===== config.mk =====
export PLATFORM = sky130hd
export DESIGN_NAME = der_integer_sequence_parser
export DESIGN_NICKNAME = d
export VERILOG_FILES = /design/src/rtl/dersp_pkg.sv /design/src/rtl/dersp_front.sv /design/src/rtl/dersp_queue.sv /design/src/rtl/dersp_back.sv /design/src/rtl/der_integer_sequence_parser.sv
export VERILOG_INCLUDE_DIRS = /design/src /design/src/rtl
export SDC_FILE = /design/constraint.sdc
export NUM_CORES = 1
export LEC_CHECK = 0
export BUFFER_PORTS_ARGS = -buffer_cell sky130_fd_sc_hd__buf_2
export CAP_MARGIN = 20
export CORE_MARGIN = 3
export CORE_UTILIZATION = 40
export DETAILED_ROUTE_END_ITERATION = 16
export PLACE_DENSITY = 0.59
export SETUP_SLACK_MARGIN = 0.15
export SKIP_CTS_REPAIR_TIMING = 1
export SYNTH_ARGS = -nofsm -noshare
export SYNTH_HDL_FRONTEND = slang
export SYNTH_SLANG_ARGS = --single-unit

===== constraint.sdc =====
create_clock -name clk -period 6.6 [get_ports clk]
set_input_delay 0.66 -clock clk [delete_from_list [all_inputs] [get_ports clk]]
set_output_delay 0.66 -clock clk [all_outputs]
set_load 0.01 [all_outputs]

===== src/rtl/der_integer_sequence_parser_defines.svh =====
// ----------------------------------------------------------------------------
// der_integer_sequence_parser_defines
// assertion macros shared by the der sequence parser modules
// ----------------------------------------------------------------------------
`ifndef DER_INTEGER_SEQUENCE_PARSER_DEFINES_SVH
`define DER_INTEGER_SEQUENCE_PARSER_DEFINES_SVH

// same-cycle implication, quiet while in reset
`define DERSP_ASSERT_HOLDS(lbl, ante, cons, msg) \
	lbl: assert property (@(posedge clk) disable iff (!arst_n) (ante) |-> (cons)) \
		else $error(msg);

// next-cycle implication, quiet while in reset
`define DERSP_ASSERT_NEXT(lbl, ante, cons, msg) \
	lbl: assert property (@(posedge clk) disable iff (!arst_n) (ante) |=> (cons)) \
		else $error(msg);

`endif


===== src/rtl/dersp_pkg.sv =====
// ----------------------------------------------------------------------------
// dersp_pkg
// types and constants of the der sequence-of-integers parser
// ----------------------------------------------------------------------------
package dersp_pkg;

	localparam logic [7:0] TAG_SEQUENCE   = 8'h30;
	localparam logic [7:0] TAG_INTEGER    = 8'h02;
	localparam logic [7:0] LONG_FORM_MASK = 8'h80;

	localparam int QUEUE_DEPTH_DEF = 4;

	typedef enum logic [2:0] {
		PH_SEQ_TAG,
		PH_SEQ_LEN,
		PH_INT_TAG,
		PH_INT_LEN,
		PH_FIRST,
		PH_CONTENT
	} phase_t;

	typedef enum logic [1:0] {
		KIND_CONTENT,
		KIND_EMPTY_INT,
		KIND_EMPTY_SEQ,
		KIND_ERROR
	} kind_t;

	typedef enum logic [2:0] {
		ERR_NONE,
		ERR_LONG_LENGTH,
		ERR_BAD_TOP_TAG,
		ERR_BAD_INNER_TAG,
		ERR_OVERRUN,
		ERR_TRUNCATED
	} err_code_t;

	// classified result, fields not yet cleaned per kind
	typedef struct packed {
		kind_t       kind;
		logic [7:0]  content_byte;
		logic [6:0]  byte_position;
		logic [7:0]  integer_index;
		logic [6:0]  integer_length;
		logic        last_of_integer;
		logic        last_of_sequence;
		err_code_t   error_code;
	} rec_t;

endpackage


===== src/rtl/dersp_front.sv =====
// ----------------------------------------------------------------------------
// dersp_front
// accepts buffer bytes, tracks the tlv state and classifies each beat
// ----------------------------------------------------------------------------
`include "der_integer_sequence_parser_defines.svh"

module dersp_front import dersp_pkg::*; (
	input  logic       clk,
	input  logic       arst_n,
	input  logic       in_valid,
	output logic       in_ready,
	input  logic [7:0] data_byte,
	input  logic       last_of_buffer,
	input  logic       q_full,
	output logic       push,
	output rec_t       rec
);

	phase_t     phase_q, phase_d;
	logic [6:0] seq_q, seq_d;
	logic [6:0] int_q, int_d;
	logic [6:0] krem_q, krem_d;
	logic [6:0] klen_q, klen_d;
	logic [7:0] cnt_q, cnt_d;
	logic       err_q, err_d;
	logic       accept;

	assign in_ready = !q_full;
	assign accept   = in_valid && in_ready;

	always_ff @(posedge clk or negedge arst_n) begin
		if (!arst_n) begin
			phase_q <= PH_SEQ_TAG;
			seq_q   <= '0;
			int_q   <= '0;
			krem_q  <= '0;
			klen_q  <= '0;
			cnt_q   <= '0;
			err_q   <= 1'b0;
		end else begin
			phase_q <= phase_d;
			seq_q   <= seq_d;
			int_q   <= int_d;
			krem_q  <= krem_d;
			klen_q  <= klen_d;
			cnt_q   <= cnt_d;
			err_q   <= err_d;
		end
	end

	always_comb begin
		err_code_t  err;
		logic       do_content;
		logic       do_empty;
		logic       finish;
		logic [6:0] krem;

		phase_d    = phase_q;
		seq_d      = seq_q;
		int_d      = int_q;
		krem_d     = krem_q;
		klen_d     = klen_q;
		cnt_d      = cnt_q;
		err_d      = err_q;
		push       = 1'b0;
		rec        = '0;
		err        = ERR_NONE;
		do_content = 1'b0;
		do_empty   = 1'b0;
		finish     = 1'b0;
		krem       = krem_q;

		if (accept && !err_q) begin
			case (phase_q)
				PH_SEQ_TAG: begin
					if (data_byte == TAG_SEQUENCE) begin
						phase_d = PH_SEQ_LEN;
					end else begin
						err = ERR_BAD_TOP_TAG;
					end
				end
				PH_SEQ_LEN: begin
					if ((data_byte & LONG_FORM_MASK) != '0) begin
						err = ERR_LONG_LENGTH;
					end else begin
						seq_d = data_byte[6:0];
						cnt_d = '0;
						if (data_byte[6:0] == '0) begin
							push                 = 1'b1;
							rec.kind             = KIND_EMPTY_SEQ;
							rec.last_of_sequence = 1'b1;
							phase_d              = PH_SEQ_TAG;
						end else begin
							phase_d = PH_INT_TAG;
						end
					end
				end
				PH_INT_TAG: begin
					if (data_byte != TAG_INTEGER) begin
						err = ERR_BAD_INNER_TAG;
					end else begin
						seq_d = seq_q - 7'd1;
						// length byte would sit past the sequence
						if (seq_q == 7'd1) begin
							err = ERR_OVERRUN;
						end else begin
							phase_d = PH_INT_LEN;
						end
					end
				end
				PH_INT_LEN: begin
					if ((data_byte & LONG_FORM_MASK) != '0) begin
						err = ERR_LONG_LENGTH;
					end else begin
						seq_d = seq_q - 7'd1;
						if (data_byte[6:0] > seq_d) begin
							err = ERR_OVERRUN;
						end else if (data_byte[6:0] == '0) begin
							klen_d   = '0;
							do_empty = 1'b1;
						end else begin
							int_d   = data_byte[6:0];
							phase_d = PH_FIRST;
						end
					end
				end
				PH_FIRST: begin
					seq_d = seq_q - 7'd1;
					int_d = int_q - 7'd1;
					// one leading zero byte is dropped
					if (data_byte == '0) begin
						krem_d = int_d;
						klen_d = int_d;
						if (int_d == '0) begin
							do_empty = 1'b1;
						end else begin
							phase_d = PH_CONTENT;
						end
					end else begin
						krem       = int_q;
						klen_d     = int_q;
						phase_d    = PH_CONTENT;
						do_content = 1'b1;
					end
				end
				PH_CONTENT: begin
					seq_d      = seq_q - 7'd1;
					int_d      = int_q - 7'd1;
					do_content = 1'b1;
				end
				default: begin
					phase_d = PH_SEQ_TAG;
				end
			endcase

			if (do_content) begin
				push                 = 1'b1;
				rec.kind             = KIND_CONTENT;
				rec.content_byte     = data_byte;
				rec.byte_position    = krem - 7'd1;
				rec.integer_index    = cnt_q;
				rec.integer_length   = klen_d;
				rec.last_of_integer  = (krem == 7'd1);
				rec.last_of_sequence = (krem == 7'd1) && (seq_d == '0);
				krem_d               = krem - 7'd1;
				finish               = (krem == 7'd1);
			end

			if (do_empty) begin
				push                 = 1'b1;
				rec.kind             = KIND_EMPTY_INT;
				rec.integer_index    = cnt_q;
				rec.last_of_integer  = 1'b1;
				rec.last_of_sequence = (seq_d == '0);
				finish               = 1'b1;
			end

			if (finish) begin
				if (cnt_q != 8'hff) begin
					cnt_d = cnt_q + 8'd1;
				end
				phase_d = (seq_d == '0) ? PH_SEQ_TAG : PH_INT_TAG;
			end

			if (err != ERR_NONE) begin
				push           = 1'b1;
				rec            = '0;
				rec.kind       = KIND_ERROR;
				rec.error_code = err;
				err_d          = 1'b1;
			end

			// buffer ended inside a sequence
			if (last_of_buffer && err == ERR_NONE && phase_d != PH_SEQ_TAG) begin
				push           = 1'b1;
				rec            = '0;
				rec.kind       = KIND_ERROR;
				rec.error_code = ERR_TRUNCATED;
			end
		end

		if (accept && last_of_buffer) begin
			phase_d = PH_SEQ_TAG;
			seq_d   = '0;
			int_d   = '0;
			krem_d  = '0;
			klen_d  = '0;
			cnt_d   = '0;
			err_d   = 1'b0;
		end
	end

	`DERSP_ASSERT_HOLDS(a_content_pending, phase_q == PH_CONTENT, krem_q != '0,
		"content phase with no kept bytes left")
	`DERSP_ASSERT_HOLDS(a_int_within_seq, phase_q == PH_FIRST || phase_q == PH_CONTENT,
		int_q <= seq_q, "integer extends past its sequence")
	`DERSP_ASSERT_NEXT(a_last_restores, accept && last_of_buffer,
		phase_q == PH_SEQ_TAG && !err_q && cnt_q == '0, "last beat did not restore state")
	`DERSP_ASSERT_HOLDS(a_silent_on_error, err_q, !push, "result given while error latched")

endmodule


===== src/rtl/dersp_queue.sv =====
// ----------------------------------------------------------------------------
// dersp_queue
// small fifo of classified results between front and back
// ----------------------------------------------------------------------------
`include "der_integer_sequence_parser_defines.svh"

module dersp_queue import dersp_pkg::*; #(
	parameter int DEPTH = QUEUE_DEPTH_DEF
) (
	input  logic clk,
	input  logic arst_n,
	input  logic push,
	input  rec_t push_rec,
	output logic full,
	input  logic pop,
	output logic head_valid,
	output rec_t head_rec
);

	localparam int PTR_W = (DEPTH > 1) ? $clog2(DEPTH) : 1;
	localparam int CNT_W = $clog2(DEPTH + 1);

	rec_t             mem_q [DEPTH];
	logic [PTR_W-1:0] wr_ptr_q;
	logic [PTR_W-1:0] rd_ptr_q;
	logic [CNT_W-1:0] count_q;

	assign full       = (count_q == CNT_W'(DEPTH));
	assign head_valid = (count_q != '0);
	assign head_rec   = mem_q[rd_ptr_q];

	always_ff @(posedge clk) begin
		if (push) begin
			mem_q[wr_ptr_q] <= push_rec;
		end
	end

	always_ff @(posedge clk or negedge arst_n) begin
		if (!arst_n) begin
			wr_ptr_q <= '0;
			rd_ptr_q <= '0;
			count_q  <= '0;
		end else begin
			if (push) begin
				wr_ptr_q <= (wr_ptr_q == PTR_W'(DEPTH - 1)) ? '0 : wr_ptr_q + 1'b1;
			end
			if (pop) begin
				rd_ptr_q <= (rd_ptr_q == PTR_W'(DEPTH - 1)) ? '0 : rd_ptr_q + 1'b1;
			end
			case ({push, pop})
				2'b10:   count_q <= count_q + 1'b1;
				2'b01:   count_q <= count_q - 1'b1;
				default: count_q <= count_q;
			endcase
		end
	end

	`DERSP_ASSERT_HOLDS(a_no_overflow, push, !full || pop, "push into full queue")
	`DERSP_ASSERT_HOLDS(a_no_underflow, pop, head_valid, "pop from empty queue")
	`DERSP_ASSERT_HOLDS(a_count_bound, 1'b1, count_q <= CNT_W'(DEPTH), "queue count past depth")

endmodule


===== src/rtl/dersp_back.sv =====
// ----------------------------------------------------------------------------
// dersp_back
// drains the queue, cleans fields per result kind, holds the output beat
// ----------------------------------------------------------------------------
module dersp_back import dersp_pkg::*; (
	input  logic       clk,
	input  logic       arst_n,
	input  logic       head_valid,
	input  rec_t       head_rec,
	output logic       pop,
	output logic       out_valid,
	input  logic       out_ready,
	output logic [1:0] kind,
	output logic [7:0] content_byte,
	output logic [6:0] byte_position,
	output logic [7:0] integer_index,
	output logic [6:0] integer_length,
	output logic       last_of_integer,
	output logic       last_of_sequence,
	output logic [2:0] error_code
);

	logic out_valid_q;
	rec_t out_q;
	rec_t clean;

	assign pop = head_valid && (!out_valid_q || out_ready);

	// fields that do not belong to a kind read as zero
	always_comb begin
		clean      = '0;
		clean.kind = head_rec.kind;
		case (head_rec.kind)
			KIND_CONTENT: begin
				clean                  = head_rec;
				clean.error_code       = ERR_NONE;
			end
			KIND_EMPTY_INT: begin
				clean.integer_index    = head_rec.integer_index;
				clean.last_of_integer  = 1'b1;
				clean.last_of_sequence = head_rec.last_of_sequence;
			end
			KIND_EMPTY_SEQ: begin
				clean.last_of_sequence = 1'b1;
			end
			KIND_ERROR: begin
				clean.error_code       = head_rec.error_code;
			end
			default: begin
				clean = '0;
			end
		endcase
	end

	always_ff @(posedge clk or negedge arst_n) begin
		if (!arst_n) begin
			out_valid_q <= 1'b0;
		end else if (pop) begin
			out_valid_q <= 1'b1;
		end else if (out_ready) begin
			out_valid_q <= 1'b0;
		end
	end

	always_ff @(posedge clk) begin
		if (pop) begin
			out_q <= clean;
		end
	end

	assign out_valid        = out_valid_q;
	assign kind             = out_q.kind;
	assign content_byte     = out_q.content_byte;
	assign byte_position    = out_q.byte_position;
	assign integer_index    = out_q.integer_index;
	assign integer_length   = out_q.integer_length;
	assign last_of_integer  = out_q.last_of_integer;
	assign last_of_sequence = out_q.last_of_sequence;
	assign error_code       = out_q.error_code;

endmodule


===== src/rtl/der_integer_sequence_parser.sv =====
// ----------------------------------------------------------------------------
// der_integer_sequence_parser
// short-form der parser for sequences of integers, one byte per beat
// ----------------------------------------------------------------------------
// Takes one buffer byte per cycle while in_ready is high, and gives at most one
// result beat per byte. A byte is classified by the front in the cycle it is
// accepted; its result is written into a QUEUE_DEPTH entry queue on that same
// edge and moves on into the output register once that register is free or
// being taken, behind any results queued before it.
// in_ready drops only while that queue is full, which happens only when the
// output side stalls. After an error no result is given until the byte marked
// last_of_buffer, which always returns the parser to its reset state.
module der_integer_sequence_parser import dersp_pkg::*; #(
	parameter int QUEUE_DEPTH = QUEUE_DEPTH_DEF
) (
	input  logic       clk,
	input  logic       arst_n,
	input  logic       in_valid,
	output logic       in_ready,
	input  logic [7:0] data_byte,
	input  logic       last_of_buffer,
	output logic       out_valid,
	input  logic       out_ready,
	output logic [1:0] kind,
	output logic [7:0] content_byte,
	output logic [6:0] byte_position,
	output logic [7:0] integer_index,
	output logic [6:0] integer_length,
	output logic       last_of_integer,
	output logic       last_of_sequence,
	output logic [2:0] error_code
);

	logic push;
	rec_t push_rec;
	logic q_full;
	logic pop;
	logic head_valid;
	rec_t head_rec;

	dersp_front u_front (
		.clk            (clk),
		.arst_n         (arst_n),
		.in_valid       (in_valid),
		.in_ready       (in_ready),
		.data_byte      (data_byte),
		.last_of_buffer (last_of_buffer),
		.q_full         (q_full),
		.push           (push),
		.rec            (push_rec)
	);

	dersp_queue #(
		.DEPTH (QUEUE_DEPTH)
	) u_queue (
		.clk        (clk),
		.arst_n     (arst_n),
		.push       (push),
		.push_rec   (push_rec),
		.full       (q_full),
		.pop        (pop),
		.head_valid (head_valid),
		.head_rec   (head_rec)
	);

	dersp_back u_back (
		.clk              (clk),
		.arst_n           (arst_n),
		.head_valid       (head_valid),
		.head_rec         (head_rec),
		.pop              (pop),
		.out_valid        (out_valid),
		.out_ready        (out_ready),
		.kind             (kind),
		.content_byte     (content_byte),
		.byte_position    (byte_position),
		.integer_index    (integer_index),
		.integer_length   (integer_length),
		.last_of_integer  (last_of_integer),
		.last_of_sequence (last_of_sequence),
		.error_code       (error_code)
	);

endmodule

==> results.ini <==
[critical_path]
max_stage_delay_ns = 0.80
crit_slowest_cell = o41ai_4
cp-end-kind = flip-flop
critPathMaxFanout = 21
r2r_cells = 12
startpoint_type = flip-flop
critPathArrivalTime_ns = 5.50
crit_start = u_front.phase_q[0]$_DFFE_PN0P_
r2r-start = u_front.phase_q[0]$_DFFE_PN0P_
path_cells = or3b_1 > a21oi_4 > mux2i_1 > ha_1 > nand2_1 > or4_4 > nand2_2 > a21oi_2 > o41ai_4 > ha_1 > fa_1 > mux2_2
cp.required_ns = 6.99
crit_type = flip-flop to flip-flop
cp_common_cell = ha_1
r2r_slack_ns = 1.50
r2r_end = u_queue.count_q[1]$_DFFE_PN0P_

[floorplan]
rows = 59
dieWidth_um = 171
dieArea_sq_um = 29100
core_area_sq_um = 26400
start_util_pct = 41.1
die_h_um = 171
ios = 52

[grt]
grt_max_degree = 49
grt_use_total_pct = 16.3
grt_pass1_wl_mm = 37.8
gr-total-overflow = 0
antenna_found_initial = 0
grt_pass1_vias = 6646

[sta]
finalSetupTns_ns = 0
slew_violations = 0
min_period_over_period_pct = 77.3
final.min_clock_period_ns = 5.10
worst_pin_slew_ns = 1.10
hold_viol = 0
clock_skew_ns = 0.0140
relSlewSlack_pct = 26.2
fmax_mhz = 196
rsz0062_at_grt = no
setup_viol = 0

[drt]
m1WireLength_mm = 11.0
routedWlPerCell_um = 19.5
vias = 6684
drt_wl_total_mm = 23.5
routed-wl-met3_mm = 1.14
ant_nets = 0
dr.max_layer_used = met4
drcViolationCount = 0
first_pass_iters = 5
via_per_inst = 5.56
drtIter0Drc = 667
wl_met2_mm = 10.8

[synth]
yosysWarnings = 0
async_flop_share_pct = 20.6
avgSynthCellArea_sq_um = 13.4
synth_edf_count = 185
synthFlopType = edfxtp_1
syn_area_sq_um = 10800
synth_nets = 840
synth-seq-area-share_pct = 62.3
yosysUniqueCellTypes = 71
postSynthCellCount = 806
synth_seq_cells = 233

[status]
outcome = complete, no violations

[finish]
layout_commonest_cell = edfxtp_1
post_route_cells_drive_above_1_share_pct = 19.0
nNetsFinal = 883
syn2layout_area_growth_pct = 13.8
n_antenna_cell = 0
fin_util_pct = 46.8
layout_common_cells = 185 x edfxtp_1, 57 x nor2_1, 51 x buf_2

[placed_design]
io_buffer_count = 51
detailedPlacementHpwl_mm = 15.7
place.gp.congestion = 0.897

[cts]
cts.clk_slew.worst_paths_ns = 0.07
cts_tree = yes
clk_latency_ns = 0.51
clockBufferDepth = 3
ctsRootBufferMaster = clkbuf_16
htreeDepth = 1
numCtsBuffers = 25
clkSinkCount = 233

[power]
leakagePower_nw = 4.59
power_density_nw_per_um2 = 364
ir_drop_uv = 231

[hold_path]
hold_class = primary input to asynchronous set/reset pin

[job]
maxCapViolCount = 0

## cell families (layout without fill, tap and decap cells)
kind of cell / count (synthesis) / count (layout) / synth area share [%]
adder cells (fa/ha/maj): 21 / 21 / 2.49
AND/OR/NAND/NOR: 267 / 267 / 13.1
multiplexers: 54 / 54 / 9.34
AO/OA/AOI/OAI: 143 / 143 / 8.65
buffers and inverters: 67 / 128 / 2.33
flip-flops: 233 / 233 / 62.3
XOR/XNOR: 21 / 21 / 1.70
## layer usage
| metal | vias to the layer above | GRT usage (%) |
|---|---|---|
| li1 | 3154 | - |
| met1 | 3309 | 24.0 |
| met2 | 182 | 25.8 |
| met3 | 39 | 2.24 |
| met4 | 0 | 4.27 |
| met5 | - | 0 |
## worst max path at each step
stage | endpoint | cells after the start
2_1_floorplan | u_queue.mem_q[0][0]$_DFFE_PP_ | 13
3_3_place_gp | u_queue.count_q[1]$_DFFE_PN0P_ | 12
3_5_place_dp | u_queue.count_q[1]$_DFFE_PN0P_ | 12
4_1_cts | u_queue.count_q[1]$_DFFE_PN0P_ | 12
5_1_grt | u_queue.count_q[1]$_DFFE_PN0P_ | 12
6_report | u_queue.count_q[1]$_DFFE_PN0P_ | 12
## power by group
group	switching [mW]	internal, mW
Clock	0.552	0.900
Combinational	0.603	0.473
Sequential	0.0823	1.88
Total	1.24	3.26
## worst max-delay path, delay by kind of cell (launching register included)
| kind | cells | cell delay, ns |
|---|---|---|
| adder cells (fa/ha/maj) | 3 | 0.95 |
| AND/OR/NAND/NOR | 4 | 1.33 |
| flip-flops | 1 | 0.64 |
| multiplexers | 2 | 0.65 |
| AO/OA/AOI/OAI | 3 | 1.40 |
## state kept, by name (all words and copies together) (netlist names), 3 cells and up
signal and count:
u_front.int_q 7, u_front.seq_q 7, u_back.error_code 3, u_front.krem_q 7
u_front.phase_q 3, u_queue.mem_q 148, u_front.klen_q 7, u_back.byte_position 7
u_back.integer_index 8, u_front.cnt_q 8, u_back.content_byte 8, u_queue.count_q 3
u_back.integer_length 7
## layout make-up
class / count / area, sq um
clock buffers: 28 / 647
clock inverters: 17 / 214
fillers: 2308 / 14000
inverters: 22 / 82.6
multi-input cells: 506 / 3890
flip-flops and latches: 233 / 6760
well taps: 335 / 419
repair buffers: 61 / 330
## Yosys cell counts (3+ instances only)
cell type | count | area, sq um
a211oi_1 | 3 | 22.5
a21oi_1 | 33 | 165
a22o_1 | 12 | 105
a22oi_1 | 3 | 22.5
a31oi_1 | 9 | 56.3
a32o_1 | 3 | 30.0
and2_1 | 4 | 25.0
and3_1 | 35 | 219
and3b_1 | 7 | 61.3
buf_1 | 7 | 26.3
clkbuf_1 | 37 | 139
dfrtp_1 | 48 | 1200
edfxtp_1 | 185 | 5560
ha_1 | 20 | 250
inv_1 | 22 | 82.6
mux2_2 | 6 | 67.6
mux2i_1 | 10 | 100
mux4_2 | 37 | 833
nand2_1 | 50 | 188
nand2b_1 | 4 | 25.0
nand3_1 | 15 | 75.1
nand4_1 | 8 | 50.1
nor2_1 | 61 | 229
nor2b_1 | 39 | 244
nor3_1 | 14 | 70.1
nor4_1 | 4 | 25.0
o211ai_1 | 4 | 30.0
o21ai_0 | 41 | 205
o21ai_1 | 4 | 20.0
o21bai_1 | 3 | 22.5
o22ai_1 | 4 | 25.0
or2_2 | 3 | 18.8
or3_1 | 7 | 43.8
xnor2_1 | 14 | 123
xor2_1 | 7 | 61.3
## through the flow
stage                     cell area (sq um)  setup slack (ns)  hold WS (ns)  cells  total power, mW
final                                 12300              1.50         0.266   1202             4.49
after global routing                  12300              1.23         0.321   1202             4.73
after CTS                             12300              1.53         0.284   1202             4.57
after detailed placement              11500              1.56         0.481   1157             3.10
after global placement                11500              1.61         0.473   1157             3.09
after floorplan                       10800              1.95         0.364    806             2.76
No activity file was read; power rests on OpenSTA's default activity.
